File: src/rtl/core/srlrb_pkg.sv
// Shared types and constants for the serial receive line ring buffer.
package srlrb_pkg;

  localparam int unsigned BYTE_W    = 8;
  localparam int unsigned OP_W      = 2;
  localparam int unsigned STATUS_W  = 2;
  localparam int unsigned CFG_IDX_W = 2;

  // Operation codes of an input transaction.
  localparam logic [OP_W-1:0] OP_STORE = 2'd0;
  localparam logic [OP_W-1:0] OP_POLL  = 2'd1;
  localparam logic [OP_W-1:0] OP_DRAIN = 2'd2;

  // Status codes of a result transaction.
  localparam logic [STATUS_W-1:0] ST_NONE     = 2'd0;
  localparam logic [STATUS_W-1:0] ST_LINE     = 2'd1;
  localparam logic [STATUS_W-1:0] ST_OVERFLOW = 2'd2;
  localparam logic [STATUS_W-1:0] ST_RAW      = 2'd3;

  // Configuration register indexes.
  localparam logic [CFG_IDX_W-1:0] CFG_END_CHAR        = 2'd0;
  localparam logic [CFG_IDX_W-1:0] CFG_FIRST_KEPT_CHAR = 2'd1;
  localparam logic [CFG_IDX_W-1:0] CFG_LAST_KEPT_CHAR  = 2'd2;

  // Configuration reset values.
  localparam logic [BYTE_W-1:0] END_CHAR_RST        = 8'd13;
  localparam logic [BYTE_W-1:0] FIRST_KEPT_CHAR_RST = 8'd32;
  localparam logic [BYTE_W-1:0] LAST_KEPT_CHAR_RST  = 8'd126;

  // One result item.
  typedef struct packed {
    logic [STATUS_W-1:0] status;
    logic [BYTE_W-1:0]   data_byte;
    logic                data_valid;
    logic                last;
  } result_t;

endpackage

File: src/rtl/core/srlrb_if.sv
// Valid/ready channel interfaces for the command and result sides.
interface srlrb_cmd_if import srlrb_pkg::*; ();
  logic              valid;
  logic              ready;
  logic [OP_W-1:0]   operation;
  logic [BYTE_W-1:0] rx_byte;

  modport source (output valid, operation, rx_byte, input ready);
  modport sink (input valid, operation, rx_byte, output ready);
endinterface

interface srlrb_rsp_if import srlrb_pkg::*; ();
  logic                valid;
  logic                ready;
  logic [STATUS_W-1:0] status;
  logic [BYTE_W-1:0]   data_byte;
  logic                data_valid;
  logic                last;

  modport source (output valid, status, data_byte, data_valid, last, input ready);
  modport sink (input valid, status, data_byte, data_valid, last, output ready);
endinterface

File: src/rtl/core/serial_rx_line_ring_buffer_core.sv
// Top level of the serial receive ring buffer with line extraction.
//
// Channels: cmd takes one transaction per operation (store a received byte,
// poll for a line, drain all bytes); rsp returns result transactions; a plain
// write port (cfg_we, cfg_index, cfg_data) sets the end character and the
// kept character range. All handshakes complete where valid and ready are high.
// A store gives no result and leaves the sequencer idle, so cmd stays ready.
// A poll on an empty buffer and a drain on an empty buffer answer with one
// result, visible the cycle after acceptance.
// A poll first walks the stored bytes for the end character, one byte per
// cycle from the single RAM read port; when a line is found a second walk
// emits the kept bytes at up to one per cycle, then the closing result. A
// drain emits one byte per cycle once its first RAM read has returned.
// The rate is set by the one RAM read per cycle and by the receiver: while rsp
// stalls, the walk holds with the fetched byte parked in the RAM read register.
// cmd is ready only while no poll or drain is in progress and the result
// register is free or being taken.
// Reset clears the pointers, the overflow flag and the configuration to its
// defaults; the byte store itself is not cleared and needs no clearing pass.
module serial_rx_line_ring_buffer_core import srlrb_pkg::*; #(
  parameter int unsigned BUFFER_DEPTH = 64
) (
  input  logic                 clk,
  input  logic                 rst,
  srlrb_cmd_if.sink            cmd,
  srlrb_rsp_if.source          rsp,
  input  logic                 cfg_we,
  input  logic [CFG_IDX_W-1:0] cfg_index,
  input  logic [BYTE_W-1:0]    cfg_data
);

  localparam int unsigned AW = $clog2(BUFFER_DEPTH);

  typedef enum logic [2:0] {
    S_IDLE,
    S_SCAN,
    S_LINE,
    S_DRAIN,
    S_RESULT
  } state_t;

  state_t            state;
  logic [AW-1:0]     wr_ptr;
  logic [AW-1:0]     rd_ptr;
  logic [AW-1:0]     walk;
  logic              pending;
  logic              overflow;
  logic [BYTE_W-1:0] end_char;
  logic [BYTE_W-1:0] first_kept_char;
  logic [BYTE_W-1:0] last_kept_char;
  result_t           out_q;
  logic              out_valid;
  result_t           fin_q;

  logic              accept;
  logic              out_free;
  logic              hit_end;
  logic              kept;
  logic              more;
  logic              consume;
  logic              issue;
  logic              ram_we;
  logic [BYTE_W-1:0] rd_data;
  logic [AW-1:0]     wr_ptr_next;

  // Wrap-around increment that also works for depths that are not a power of two.
  function automatic logic [AW-1:0] next_ptr(input logic [AW-1:0] p);
    logic [AW-1:0] r;
    if (p == AW'(BUFFER_DEPTH - 1)) begin
      r = '0;
    end else begin
      r = p + AW'(1);
    end
    return r;
  endfunction

  assign cmd.ready      = (state == S_IDLE) && out_free;
  assign accept         = cmd.valid && cmd.ready;
  assign out_free       = !out_valid || rsp.ready;
  assign wr_ptr_next    = next_ptr(wr_ptr);

  assign rsp.valid      = out_valid;
  assign rsp.status     = out_q.status;
  assign rsp.data_byte  = out_q.data_byte;
  assign rsp.data_valid = out_q.data_valid;
  assign rsp.last       = out_q.last;

  // Byte store.
  assign ram_we = accept && (cmd.operation == OP_STORE);

  srlrb_ram #(
    .WIDTH (BYTE_W),
    .DEPTH (BUFFER_DEPTH)
  ) u_store (
    .clk   (clk),
    .we    (ram_we),
    .waddr (wr_ptr),
    .wdata (cmd.rx_byte),
    .re    (issue),
    .raddr (walk),
    .rdata (rd_data)
  );

  // Decide whether the fetched byte is used this cycle and whether the next is read.
  always_comb begin
    hit_end = (rd_data == end_char);
    kept    = (rd_data >= first_kept_char) && (rd_data <= last_kept_char);
    more    = (walk != wr_ptr);
    consume = 1'b0;
    issue   = 1'b0;
    unique case (state)
      S_SCAN: begin
        consume = pending;
        issue   = (!pending || !hit_end) && more;
      end
      S_LINE: begin
        consume = pending && (out_free || hit_end || !kept);
        issue   = (!pending || (consume && !hit_end)) && more;
      end
      S_DRAIN: begin
        consume = pending && out_free;
        issue   = (!pending || consume) && more;
      end
      S_IDLE, S_RESULT: begin
        consume = 1'b0;
        issue   = 1'b0;
      end
      default: begin
        consume = 1'b0;
        issue   = 1'b0;
      end
    endcase
  end

  // Sequencer, pointers, configuration and the result register.
  always_ff @(posedge clk) begin
    if (rst) begin
      state           <= S_IDLE;
      wr_ptr          <= '0;
      rd_ptr          <= '0;
      pending         <= 1'b0;
      overflow        <= 1'b0;
      out_valid       <= 1'b0;
      end_char        <= END_CHAR_RST;
      first_kept_char <= FIRST_KEPT_CHAR_RST;
      last_kept_char  <= LAST_KEPT_CHAR_RST;
    end else begin
      // Configuration writes; indexes beyond the list are ignored.
      if (cfg_we) begin
        unique case (cfg_index)
          CFG_END_CHAR:        end_char        <= cfg_data;
          CFG_FIRST_KEPT_CHAR: first_kept_char <= cfg_data;
          CFG_LAST_KEPT_CHAR:  last_kept_char  <= cfg_data;
          default: ;
        endcase
      end

      // The receiver takes the result; a new load below overrides this.
      if (out_valid && rsp.ready) begin
        out_valid <= 1'b0;
      end

      // One RAM read in flight at most.
      if (issue) begin
        walk    <= next_ptr(walk);
        pending <= 1'b1;
      end else if (consume) begin
        pending <= 1'b0;
      end

      unique case (state)
        S_IDLE: begin
          if (accept) begin
            unique case (cmd.operation)
              OP_STORE: begin
                wr_ptr <= wr_ptr_next;
                if (wr_ptr_next == rd_ptr) begin
                  overflow <= 1'b1;
                end
              end
              OP_POLL: begin
                if (rd_ptr == wr_ptr) begin
                  out_q     <= '{status: (overflow ? ST_OVERFLOW : ST_NONE),
                                 data_byte: '0, data_valid: 1'b0, last: 1'b1};
                  out_valid <= 1'b1;
                  overflow  <= 1'b0;
                end else begin
                  walk  <= rd_ptr;
                  state <= S_SCAN;
                end
              end
              OP_DRAIN: begin
                if (rd_ptr == wr_ptr) begin
                  out_q     <= '{status: ST_NONE, data_byte: '0,
                                 data_valid: 1'b0, last: 1'b1};
                  out_valid <= 1'b1;
                end else begin
                  walk  <= rd_ptr;
                  state <= S_DRAIN;
                end
              end
              default: ;
            endcase
          end
        end

        S_SCAN: begin
          if (consume && hit_end) begin
            // A line is present: restart the walk at the read pointer.
            walk    <= rd_ptr;
            pending <= 1'b0;
            state   <= S_LINE;
          end else if (!more && (!pending || consume)) begin
            fin_q <= '{status: ST_NONE, data_byte: '0, data_valid: 1'b0, last: 1'b1};
            state <= S_RESULT;
          end
        end

        S_LINE: begin
          if (consume) begin
            if (hit_end) begin
              // The walk already points past the terminator.
              rd_ptr <= walk;
              fin_q  <= '{status: ST_LINE, data_byte: '0, data_valid: 1'b0, last: 1'b1};
              state  <= S_RESULT;
            end else if (kept) begin
              out_q     <= '{status: ST_LINE, data_byte: rd_data,
                             data_valid: 1'b1, last: 1'b0};
              out_valid <= 1'b1;
            end
          end
        end

        S_DRAIN: begin
          if (consume) begin
            out_q     <= '{status: ST_RAW, data_byte: rd_data,
                           data_valid: 1'b1, last: !more};
            out_valid <= 1'b1;
            if (!more) begin
              rd_ptr <= wr_ptr;
              state  <= S_IDLE;
            end
          end
        end

        S_RESULT: begin
          if (out_free) begin
            out_q     <= fin_q;
            out_valid <= 1'b1;
            state     <= S_IDLE;
          end
        end

        default: state <= S_IDLE;
      endcase
    end
  end

  // A result without data always carries a zero byte.
  a_zero_byte: assert property (@(posedge clk) disable iff (rst)
    (rsp.valid && !rsp.data_valid) |-> (rsp.data_byte == '0))
    else $error("result without data carries a nonzero byte");

  // The overflow flag rises only after a stored byte.
  a_overflow_src: assert property (@(posedge clk) disable iff (rst)
    $rose(overflow) |-> $past(accept && (cmd.operation == OP_STORE)))
    else $error("overflow flag set without a store");

  // A RAM read is outstanding only while a walk is in progress.
  a_pending_walk: assert property (@(posedge clk) disable iff (rst)
    pending |-> (state == S_SCAN || state == S_LINE || state == S_DRAIN))
    else $error("read outstanding outside a walk");

  // Both pointers stay inside the buffer.
  a_ptr_range: assert property (@(posedge clk) disable iff (rst)
    (wr_ptr <= AW'(BUFFER_DEPTH - 1)) && (rd_ptr <= AW'(BUFFER_DEPTH - 1)))
    else $error("pointer beyond buffer depth");

endmodule

File: src/rtl/core/srlrb_ram.sv
// Generic simple dual-port RAM with one write port and a registered read port.
module srlrb_ram #(
  parameter int unsigned WIDTH = 8,
  parameter int unsigned DEPTH = 64
) (
  input  logic                             clk,
  input  logic                             we,
  input  logic [$clog2(DEPTH)-1:0]         waddr,
  input  logic [WIDTH-1:0]                 wdata,
  input  logic                             re,
  input  logic [$clog2(DEPTH)-1:0]         raddr,
  output logic [WIDTH-1:0]                 rdata
);

  logic [WIDTH-1:0] mem [DEPTH];

  // Write port, and read data that holds while no read is issued.
  always_ff @(posedge clk) begin
    if (we) begin
      mem[waddr] <= wdata;
    end
    if (re) begin
      rdata <= mem[raddr];
    end
  end

endmodule
File: src/flat_wrapper.sv
// flat-port wrapper written by rule: the top's interface ports become plain ports
module serial_rx_line_ring_buffer_core_flat import srlrb_pkg::*;
#(
  parameter int unsigned BUFFER_DEPTH = 64
)
  (clk, rst, cfg_we, cfg_index, cfg_data, cmd_valid, cmd_operation, cmd_rx_byte, cmd_ready, rsp_valid, rsp_status, rsp_data_byte, rsp_data_valid, rsp_last, rsp_ready);
  srlrb_cmd_if cmd_i ();
  srlrb_rsp_if rsp_i ();
  input  logic clk;
  input  logic rst;
  input  logic cfg_we;
  input  logic [CFG_IDX_W-1:0] cfg_index;
  input  logic [BYTE_W-1:0] cfg_data;
  input wire logic [$bits(cmd_i.valid)-1:0] cmd_valid;
  input wire logic [$bits(cmd_i.operation)-1:0] cmd_operation;
  input wire logic [$bits(cmd_i.rx_byte)-1:0] cmd_rx_byte;
  output wire logic [$bits(cmd_i.ready)-1:0] cmd_ready;
  output wire logic [$bits(rsp_i.valid)-1:0] rsp_valid;
  output wire logic [$bits(rsp_i.status)-1:0] rsp_status;
  output wire logic [$bits(rsp_i.data_byte)-1:0] rsp_data_byte;
  output wire logic [$bits(rsp_i.data_valid)-1:0] rsp_data_valid;
  output wire logic [$bits(rsp_i.last)-1:0] rsp_last;
  input wire logic [$bits(rsp_i.ready)-1:0] rsp_ready;
  assign cmd_i.valid = cmd_valid;
  assign cmd_i.operation = cmd_operation;
  assign cmd_i.rx_byte = cmd_rx_byte;
  assign cmd_ready = cmd_i.ready;
  assign rsp_valid = rsp_i.valid;
  assign rsp_status = rsp_i.status;
  assign rsp_data_byte = rsp_i.data_byte;
  assign rsp_data_valid = rsp_i.data_valid;
  assign rsp_last = rsp_i.last;
  assign rsp_i.ready = rsp_ready;
  serial_rx_line_ring_buffer_core #(.BUFFER_DEPTH(BUFFER_DEPTH)) u_core (.clk(clk), .rst(rst), .cmd(cmd_i), .rsp(rsp_i), .cfg_we(cfg_we), .cfg_index(cfg_index), .cfg_data(cfg_data));
endmodule
File: config.mk
export PLATFORM = sky130hd
export DESIGN_NAME = serial_rx_line_ring_buffer_core_flat
export DESIGN_NICKNAME = d
export VERILOG_FILES = /design/src/rtl/core/srlrb_pkg.sv /design/src/rtl/core/srlrb_if.sv /design/src/rtl/core/serial_rx_line_ring_buffer_core.sv /design/src/rtl/core/srlrb_ram.sv /design/src/flat_wrapper.sv
export SDC_FILE = /design/constraint.sdc
export NUM_CORES = 1
export LEC_CHECK = 0
export ABC_AREA = 1
export BUFFER_PORTS_ARGS = -buffer_cell sky130_fd_sc_hd__buf_4
export CORE_ASPECT_RATIO = 1.4
export CORE_UTILIZATION = 63
export CTS_CLUSTER_SIZE = 24
export DETAILED_ROUTE_END_ITERATION = 16
export PLACE_DENSITY = 0.8
export SLEW_MARGIN = 10
export SYNTH_ARGS = -nofsm -noshare
export SYNTH_HDL_FRONTEND = slang
export SYNTH_HIERARCHICAL = 1
export SYNTH_SLANG_ARGS = --single-unit
File: constraint.sdc
create_clock -name clk -period 2.8 [get_ports clk]
set_input_delay 0 -clock clk [delete_from_list [all_inputs] [get_ports clk]]
set_output_delay 0 -clock clk [all_outputs]
set_load 0.005 [all_outputs]
**After elaboration in Yosys (flattened, before gate mapping)**

Memory sizes are Yosys's and may differ from the RTL's. A register that Yosys moved wholly into a read port is not among the register bits.
Cells that the tools add are included.

- Reduce and logical (&&, ||, !) cells: 42
- Bitwise logic cells: 1
- $lt $le $gt $ge: 2
- Equality and inequality tests: 32
- $add $sub $neg: 2
- Muxes and demuxes: 62

Operators by type and width:

| kind | count |
|---|---|
| 12-bit two-way mux | 12 |
| 6-bit two-way mux | 11 |
| 12-bit case mux with 2 select lines | 2 |
| 12-bit case mux with 4 select lines | 1 |
| 3-bit two-way mux | 10 |
| 6-bit case mux with 2 select lines | 2 |
| 1-bit two-way mux | 17 |
| 2-bit by 1-bit inequality test with 1-bit output (second input constant) | 8 |
| 3-bit inequality test (second input constant) | 5 |
| 3-bit case mux with 5 select lines | 1 |
| 1-bit logical AND | 13 |
| 6-bit by 1-bit adder with 6-bit output (second input constant) | 2 |
| 6-bit equality test | 2 |
| 6-bit equality test (second input constant) | 2 |
| 11-bit AND reduction | 1 |
| 10-bit AND reduction | 1 |
| 5-bit AND reduction | 2 |
| 8-bit equality test | 1 |
| 8-bit >= comparator | 1 |
| 8-bit <= comparator | 1 |
| 2-bit inequality test (second input constant) | 4 |
| 1-bit logical OR | 7 |
| 3-bit by 2-bit equality test with 1-bit output (second input constant) | 2 |
| 6-bit inequality test | 1 |
| 20 further kinds | 32 |

- Register bits: 72
- Output and inout bits: 14
- Memory bits (writable): 512
- Logic and storage cells: 160
- Memories kept: 1

Memories:

| memory | words | width | rd ports | clocked after memory_dff | wr ports | RTL line | text |
|---|---|---|---|---|---|---|---|
| u_core.u_store.mem | 64 | 8 | 1 | 1 | 1 | srlrb_ram.sv:15 | `logic [WIDTH-1:0] mem [DEPTH];` |

**Logic depth before layout (Yosys ltp)**

Gate-level depths: netlist (run 1).

- Word-level depth: 14
- Depth in mapped cells: 19
- Mapped depth without buffers: 19

**Modules after synthesis**

Netlist (run 1), hierarchy kept.

By module, submodules not included:

| module | area each (um2) | instances | seq. area each (um2) | cells an instance |
|---|---|---|---|---|
| srlrb_ram | 21371.7 | 1 | 15615.0 | 1822 |
| serial_rx_line_ring_buffer_core | 3757.4 | 1 | 1411.4 | 505 |

**Worst setup path before layout (run 1)**

OpenSTA, ideal clock, no wires.

- Path kind: register to register
- From: register u_core.state[2]
- To: memory u_core.u_store.mem[61][0] (enable)
- Slack: 227 ps
- Buffers on the path: 1
- Cell stages (with the launch flop): 9
- Data arrival time: 2190 ps
- Library setup time: 383 ps
- Path through: dfxtp_1 nor2_1 nand2_2 nor2_4 nand2_4 nor2_1 clkbuf_1 inv_1 nor3_1

- Longest elaborated chain between the ends: 6

Ends and longest elaborated chain:

| what | RTL line | text |
|---|---|---|
| start, declared | serial_rx_line_ring_buffer_core.sv:42 | `state_t state;` |
| start signal, assigned | serial_rx_line_ring_buffer_core.sv:138 | `state <= S_IDLE;` |
| start signal, assigned | serial_rx_line_ring_buffer_core.sv:189 | `state <= S_SCAN;` |
| start signal, assigned | serial_rx_line_ring_buffer_core.sv:199 | `state <= S_DRAIN;` |
| 3-bit logical NOT | serial_rx_line_ring_buffer_core.sv:77 | `assign cmd.ready = (state == S_IDLE) && out_free;` |
| 1-bit logical AND | serial_rx_line_ring_buffer_core.sv:77 |  |
| net cmd_ready | flat_wrapper.sv:17 | `output wire logic [$bits(cmd_i.ready)-1:0] cmd_ready;` |
| 1-bit logical AND | serial_rx_line_ring_buffer_core.sv:78 | `assign accept = cmd.valid && cmd.ready;` |
| 1-bit logical AND | serial_rx_line_ring_buffer_core.sv:89 | `assign ram_we = accept && (cmd.operation == OP_STORE);` |
| net u_core.ram_we | serial_rx_line_ring_buffer_core.sv:62 | `logic ram_we;` |
| 1-bit two-way mux | srlrb_ram.sv:19 | `if (we) begin` |
| 1-bit two-way mux (implied by the code) | srlrb_ram.sv:20 | `mem[waddr] <= wdata;` |
| end, declared | srlrb_ram.sv:15 |  |

The timed path passes the listed nets, and every way through them passes these cells.

**Worst setup path in the final report (run 1)**

- From: register u_core.u_store.rdata[7], read port of u_core.u_store.mem
- To: register u_core.out_q, in the netlist u_core/rsp.data_byte[2] (enable)

- Longest elaborated chain between the ends: 8
- Elaborated cells between the ends (all ways): 14
- Classes of those cells: 2 x order compare; 5 x eq/ne; 1 x mux; 6 x reduce/logical

Ends and longest elaborated chain:

| what | RTL line | text |
|---|---|---|
| start, declared | srlrb_ram.sv:12 | `output logic [WIDTH-1:0] rdata` |
| 8-bit >= comparator or 8-bit <= comparator (tied branches) | serial_rx_line_ring_buffer_core.sv:107 | `kept = (rd_data >= first_kept_char) && (rd_data <= last_kept_char);` |
| 1-bit logical AND | serial_rx_line_ring_buffer_core.sv:107 |  |
| 1-bit logical NOT | serial_rx_line_ring_buffer_core.sv:117 | `consume = pending && (out_free \|\| hit_end \|\| !kept);` |
| 1-bit logical OR | serial_rx_line_ring_buffer_core.sv:117 |  |
| 1-bit logical AND | serial_rx_line_ring_buffer_core.sv:117 |  |
| 1-bit case mux with 3 select lines | serial_rx_line_ring_buffer_core.sv:111 | `unique case (state)` |
| 2-bit by 1-bit inequality test with 1-bit output (no source line) | - |  |
| 11-bit AND reduction (no source line) (*) | - |  |
| end signal, assigned | serial_rx_line_ring_buffer_core.sv:183 | `out_q <= '{status: (overflow ? ST_OVERFLOW : ST_NONE),` |
| end signal, assigned | serial_rx_line_ring_buffer_core.sv:194 | `out_q <= '{status: ST_NONE, data_byte: '0,` |
| end signal, assigned | serial_rx_line_ring_buffer_core.sv:227 | `out_q <= '{status: ST_LINE, data_byte: rd_data,` |
| end, declared | serial_rx_line_ring_buffer_core.sv:51 | `result_t out_q;` |

Every way passes the cells marked *; elsewhere a longest branch is shown, timed or not.
A chain may end at the register's enable or synchronous reset.

==> impl_metrics.py, run 1 <==
metrics = {
    "grt": {
        "gr-total-overflow": 0,
        "grt_pass1_wl_mm": 92.8,
        "antenna_found_initial": 0,
        "grt_max_degree": 78,
        "grt_usage_pct": 30.6,
        "grt_pass1_vias": 17100,
    },
    "synth": {
        "syn-cell-area_um2": 25100,
        "synth_edf_count": 539,
        "synth_area_per_cell_um2": 10.8,
        "synth_area_leaders": "edfxtp_1, nand2_1, nand3_1",
        "synthCells": 2327,
        "ys_seq_area_share_pct": 67.8,
        "ys_async_sr_fraction_pct": 0,
        "synth_flop_cell": "edfxtp_1",
        "synth_top_area_share_pct": 64.4,
        "yosysTopAreaCell": "edfxtp_1",
        "synth_nets": 2373,
        "yosysUniqueCellTypes": 43,
        "ys_seq_elements": 581,
        "yosys_warnings": 6,
    },
    "finish": {
        "antennaDiodeCount": 0,
        "area_growth_syn_to_layout_pct": 12.5,
        "nets": 2465,
        "final_common_cell": "nand2_1",
        "drive_above_1_share_pct": 9.99,
        "final_area_um2": 28300,
        "mostFrequentLayoutCells": "nand2_1, edfxtp_1, nand3_1, buf_4, nor2_1",
    },
    "setup_path": {
        "critPathBufInv": 2,
        "crit_top_cell": "nand2_1",
        "cpPeakStageDelay_ns": 0.45,
        "cp_top_family": "simple AND/OR/NAND/NOR gates",
        "critical_path_class": "flop to flop",
        "end_kind": "flop",
        "slowest_stage": "edfxtp_1",
        "arrival_ns": 2.80,
        "crit_chain": "ha_1 -> nand2_1 -> nor2_1 -> nand4_1 -> nand2_1 -> nand3_2 -> nand3_1 -> nand2_4 -> inv_1 -> nand2_1 -> nand3_1 -> clkinvlp_4",
        "rrSetupSlack_ns": 0.25,
        "startpoint_type": "flop",
        "crit_required_ns": 3.05,
        "cp_max_fo": 12,
    },
    "floorplan": {
        "die_w_um": 171,
        "dieArea_um2": 40700,
        "fp.dieH_um": 238,
        "coreArea_um2": 39400,
        "ios": 39,
        "initial_utilization_pct": 63.8,
        "num_rows": 86,
    },
    "routing": {
        "first_pass_iters": 5,
        "drcViolationCount": 0,
        "antenna_left": 0,
        "wl_per_cell_um": 20.5,
        "vias": 17700,
        "via_per_inst": 5.93,
        "dr.first_iter.drc_count": 1985,
        "postRouteWirelength_mm": 61.4,
    },
    "clock_network": {
        "clk-insertion-delay-late_ns": 0.59,
        "h-tree-depth": 2,
        "clk_pin_slew_worst_paths_ns": 0.07,
        "cts_inserted_buffers": 53,
        "cts-root-buf": "clkbuf_16",
        "cts_setup_buffers": 0,
        "cts_buffer_depth": 3,
        "cts_sinks": 581,
        "cts_tree": "yes",
    },
    "timing": {
        "maxSlewHeadroom_pct": 28.7,
        "worstMarginPinSlew_ns": 1.07,
        "fin_skew_ns": 0.0160,
        "max_clock_freq_mhz": 393,
        "finalSetupViolations": 0,
        "fin_crit_ns": 2.55,
        "tns_ns": 0,
        "hold_violations": 0,
        "fin_crit_sh_pct": 90.9,
        "rsz0062_at_grt": "false",
        "slew_viol_final": 0,
    },
    "placed_design": {
        "hpwl_mm": 37.3,
        "placed_cell_area_um2": 26200,
        "port_buffers": 38,
        "gp_congestion": 0.949,
    },
    "outcome": {
        "outcome": "finished, final reports clean",
    },
    "job": {
        "drv_cap": 0,
    },
    "worst_hold_path": {
        "min_path_type": "input port to flop",
    },
    "power": {
        "p_leak_nw": 10.7,
        "powerDensity_nw_per_um2": 954,
        "vdd_ir_drop_max_v": 0.000599,
    },
}
-- layer usage --
metal  wire length [um]  up-vias  part of all wire [%]  track usage (%)
met3               4540      206                   7.4             4.05
met4               4300        0                   7.0             21.6
met1              22000     8425                    36             36.2
met2              30600      880                    50             51.5
met5                  0        -                     0                0
li1                   -     8222                     -                -
-- timing repair --
item                                    CTS  global route
hold endpoints to repair                 48             4
endpoints found under the setup margin    0            12
gates resized for setup                   0             1
hold buffers                             25             1
-- flip-flops by register name, summed over array words and instances (netlist names) --
signal,flops
u_core/u_store/rdata,8
u_core/rsp.status,2
u_core/rsp.data_valid,1
u_core/u_store/mem,512
u_core/wr_ptr,6
u_core/overflow,1
u_core/walk,6
u_core/first_kept_char,8
u_core/rsp.data_byte,8
u_core/last_kept_char,8
u_core/fin_q,1
u_core/state,3
u_core/rsp.valid,1
u_core/pending,1
u_core/end_char,8
u_core/rd_ptr,6
u_core/rsp.last,1
-- cell families after synthesis --
kind of cell	after synthesis	synth area share (%)
AO/OA/AOI/OAI	107	2.44
XOR/XNOR	15	0.523
adder cells (fa/ha/maj)	21	1.05
buffers and inverters	229	4.72
flip-flops	581	67.8
AND/OR/NAND/NOR	1374	23.5
-- final cells by class --
class / instances / area, um^2
tap: 528 / 661
multi-input combinational: 1517 / 6920
timing repair buffer: 159 / 1420
fill: 2690 / 11100
clock inverter: 32 / 392
clock buffer: 66 / 1440
sequential: 581 / 17000
inverter: 107 / 418
-- synthesized netlist by cell type (all sizes together) (2+ instances only) --
library cell / instances
nand2: 762
edfxtp: 539
nand3: 462
nor2: 117
inv: 106
buf: 104
a21oi: 45
dfxtp: 42
o21ai: 41
ha: 21
nor3: 20
clkbuf: 18
o211ai: 11
xor2: 10
nand4: 8
xnor2: 5
a211oi: 3
nand3b: 2
nor4: 2
o22ai: 2
-- metrics by stage --
step	std cells	util, %	setup slack, ns	power [W]	hold slack, ns
floorplan	2327	-	0.227	0.0167	0.0691
global route	2990	71.8	0.0818	0.0282	0.0334
CTS	2989	71.8	0.201	0.0268	0.000611
detailed placement	2866	66.5	0.218	0.0193	0.245
global placement	2866	66.5	0.251	0.0191	0.234
finish	2990	71.8	0.254	0.0270	0.00702
-- final timing paths --
check                                                from                         to  depth (start not counted)
worst max-delay path              u_core/u_store/rdata[7]    u_core/rsp.data_byte[2]                         12
worst min-delay path                       cmd_rx_byte[1]   u_core/u_store/mem[4][1]                          1
worst max register to register    u_core/u_store/rdata[7]    u_core/rsp.data_byte[2]                         12
worst min register to register  u_core/first_kept_char[7]  u_core/first_kept_char[7]                          2
-- power by group --
part,switching (W),internal (W)
registers,0.000230,0.00983
clock network,0.00306,0.00447
logic,0.00662,0.00276
total,0.00991,0.0171
No activity file was read; power rests on OpenSTA's default activity.
==> run 2, diff against run 1 <==
--- a/config.mk
+++ b/config.mk
@@ -8,6 +8,7 @@
 export ABC_AREA = 1
 export BUFFER_PORTS_ARGS = -buffer_cell sky130_fd_sc_hd__buf_4
 export CORE_ASPECT_RATIO = 1.4
+export CORE_MARGIN = 5
 export CORE_UTILIZATION = 63
 export CTS_CLUSTER_SIZE = 24
 export DETAILED_ROUTE_END_ITERATION = 16
@@ -15,5 +16,4 @@
 export SLEW_MARGIN = 10
 export SYNTH_ARGS = -nofsm -noshare
 export SYNTH_HDL_FRONTEND = slang
-export SYNTH_HIERARCHICAL = 1
 export SYNTH_SLANG_ARGS = --single-unit
==> run 2 against run 1 <==
  * The flow now finishes with violations (hold timing)
  * Final cell count is 11% lower
  * Sequential power hardly changed
  * Critical path type unchanged
  * Sequential cell count stayed put
  * Design area is 2.1% lower
  * Sequential share of layout area is 1.3 points higher
  * Largest power group unchanged
  * Area after synthesis is 3.5% lower
==> impl_metrics.py, run 2 <==
metrics = {
    "setup_path": {
        "rr_worst_depth": 9,
        "startpoint_type": "flop",
        "end_kind": "flop",
        "slowest_stage": "nand2_1",
        "critPathLaunch": "u_core.state[0]",
        "crit_path_end": "u_core.u_store.mem[38][0]",
        "critical_path_class": "flop to flop",
        "cp_top_family": "simple AND/OR/NAND/NOR gates",
        "arrival_ns": 2.90,
        "cp_num_cells": 9,
        "crit_required_ns": 3.11,
        "cpPeakStageDelay_ns": 0.43,
        "rrSetupSlack_ns": 0.21,
        "r2r_start": "u_core.state[0]",
        "r2r_end": "u_core.u_store.mem[38][0]",
        "critPathBufInv": 3,
        "cp_max_fo": 17,
        "crit_chain": "nor2_1 -> inv_2 -> nor2_2 -> and3_1 -> nand2_2 -> inv_2 -> nand2_1 -> nor2_1 -> buf_4",
    },
    "routing": {
        "via_per_inst": 6.41,
        "dr.first_iter.drc_count": 2038,
        "antenna_left": 0,
        "postRouteWirelength_mm": 62.9,
        "first_pass_iters": 8,
        "wl_per_cell_um": 23.6,
        "drcViolationCount": 0,
        "vias": 17100,
    },
    "placed_design": {
        "placed_cell_area_um2": 25600,
        "port_buffers": 38,
        "hpwl_mm": 38.2,
        "gp_congestion": 0.926,
        "preCtsSetupSlack_ns": 0.242,
    },
    "timing": {
        "whs_ns": -0.00970,
        "hold_violations": 10,
        "finalSetupViolations": 0,
        "fin_skew_ns": 0.0166,
        "worstMarginPinSlew_ns": 0.818,
        "maxSlewHeadroom_pct": 45.4,
        "slew_viol_final": 0,
        "rsz0062_at_grt": "false",
        "fin_crit_ns": 2.59,
        "max_clock_freq_mhz": 386,
        "worst_slack_ns": 0.208,
        "tns_ns": 0,
        "fin_crit_sh_pct": 92.6,
    },
    "finish": {
        "mostFrequentLayoutCells": "edfxtp_1, nor2_1, o21ai_0, nand2_1, buf_4",
        "largest_reg_flops": 512,
        "area_growth_syn_to_layout_pct": 14.1,
        "final_common_cell": "edfxtp_1",
        "drive_above_1_share_pct": 12.3,
        "nets": 2187,
        "largest_register": "u_core.u_store.mem",
        "antennaDiodeCount": 0,
        "final_area_um2": 27700,
    },
    "power": {
        "powerDensity_nw_per_um2": 941,
        "seqPwrFrac_pct": 38.8,
        "internal-power_w": 0.0167,
        "clock_power_share_pct": 28.6,
        "power_switching_w": 0.00930,
        "swShare_pct": 35.7,
        "power.share.combinational_pct": 32.6,
        "vdd_ir_drop_max_v": 0.000526,
        "p_leak_nw": 9.50,
    },
    "synth": {
        "synth_flop_cell": "edfxtp_1",
        "synth_common_cells": "edfxtp_1, nor2_1, o21ai_0",
        "synthCells": 2033,
        "ys_seq_elements": 581,
        "syn-cell-area_um2": 24300,
        "synth_top_area_share_pct": 66.7,
        "yosysMostFrequentCell": "edfxtp_1",
        "ys_async_sr_fraction_pct": 0,
        "yosysUniqueCellTypes": 46,
        "ys_seq_area_share_pct": 70.2,
        "yosys_warnings": 0,
        "synth_edf_count": 539,
        "yosysTopAreaCell": "edfxtp_1",
        "synth_area_per_cell_um2": 11.9,
        "synth_nets": 2079,
        "synth_area_leaders": "edfxtp_1, o21ai_0, nor2_1",
    },
    "clock_network": {
        "cts-root-buf": "clkbuf_16",
        "clk_pin_slew_worst_paths_ns": 0.06,
        "clk-insertion-delay-late_ns": 0.60,
        "cts_sinks": 581,
        "cts_inserted_buffers": 53,
        "cts_tree": "yes",
        "cts_setup_buffers": 0,
        "h-tree-depth": 2,
        "cts_buffer_depth": 3,
    },
    "grt": {
        "gr-total-overflow": 0,
        "antenna_found_initial": 0,
        "grt_pass1_wl_mm": 96.1,
        "grt_pass1_vias": 17100,
        "grt_max_degree": 97,
        "grt_usage_pct": 29.3,
    },
    "worst_hold_path": {
        "min_path_type": "input port to flop",
    },
    "floorplan": {
        "die_w_um": 176,
        "ios": 39,
        "num_rows": 85,
        "initial_utilization_pct": 63.4,
        "dieArea_um2": 42600,
        "fp.dieH_um": 242,
        "coreArea_um2": 38300,
    },
    "job": {
        "drv_cap": 0,
    },
    "outcome": {
        "outcome": "complete, but fails checks",
        "violations": "hold timing",
    },
}
[run 2: cell type report]
cell class	count	area [um^2]
Fill cell	2418	10600
Multi-Input combinational cell	1234	6370
Timing Repair Buffer	175	1520
Inverter	96	375
Clock inverter	36	424
Sequential cell	581	17000
Clock buffer	63	1360
Tap cell	478	598
[run 2: routing by layer]
layer | track usage [%] | vias to the layer above | routed length, um
met5 | 0 | - | 0
met4 | 15.6 | 0 | 3610
met3 | 4.78 | 206 | 5000
met2 | 50.5 | 938 | 32200
met1 | 35.5 | 8267 | 22100
li1 | - | 7648 | -
[run 2: power groups by stage]
stage                     Clock (W)  Sequential, W  Combinational, W
after floorplan                   0         0.0102           0.00530
after global placement            0         0.0103           0.00795
after detailed placement          0         0.0103           0.00819
after CTS                   0.00752         0.0101           0.00833
after global routing        0.00789         0.0101           0.00916
final                       0.00745         0.0101           0.00850
[run 2: worst reg2reg max path: cells and delay by family, from the launching register on]
family / cells / cell delay [ns]
buffers and inverters: 3 / 0.50
AND/OR/NAND/NOR: 6 / 1.42
flip-flops: 1 / 0.38
[run 2: timing repair]
| item | in CTS | in global routing |
|---|---|---|
| hold endpoints to repair | 37 | 0 |
| resized for setup | 0 | 0 |
| hold buffers | 32 | 0 |
[run 2: logic make-up after synthesis]
family	after synthesis	share of synthesized area (%)
AOI/OAI and AO/OA	515	12.8
DFF	581	70.2
xor gates and xnor gates	14	0.505
buffers and inverters	218	3.53
and+or+nand+nor	684	11.9
adders and majority gates	21	1.08
[run 2: worst min-delay path by stage]
| stage | cells after the start | start | end | slack [ns] |
|---|---|---|---|---|
| after floorplan | 0 | cmd_rx_byte[0] | u_core.u_store.mem[0][0] | 0.1 |
| after global placement | 3 | cfg_data[4] | u_core.last_kept_char[4] | 0.23 |
| after detailed placement | 3 | cfg_data[4] | u_core.last_kept_char[4] | 0.24 |
| after CTS | 1 | cmd_rx_byte[3] | u_core.u_store.mem[46][3] | 0.007 |
| after global routing | 1 | cmd_rx_byte[7] | u_core.u_store.mem[58][7] | 0.03 |
| final | 1 | cmd_rx_byte[3] | u_core.u_store.mem[37][3] | -0.01 |
[run 2: stage by stage]
step                      cells  total power (W)  utilization, %  hold slack, ns
final                      2663           0.0261            72.3        -0.00970
after global routing       2663           0.0272            72.3          0.0325
after CTS                  2663           0.0259            72.3         0.00653
after detailed placement   2532           0.0185            66.8           0.242
after global placement     2532           0.0182            66.8           0.233
after floorplan            2033           0.0155               -          0.0989
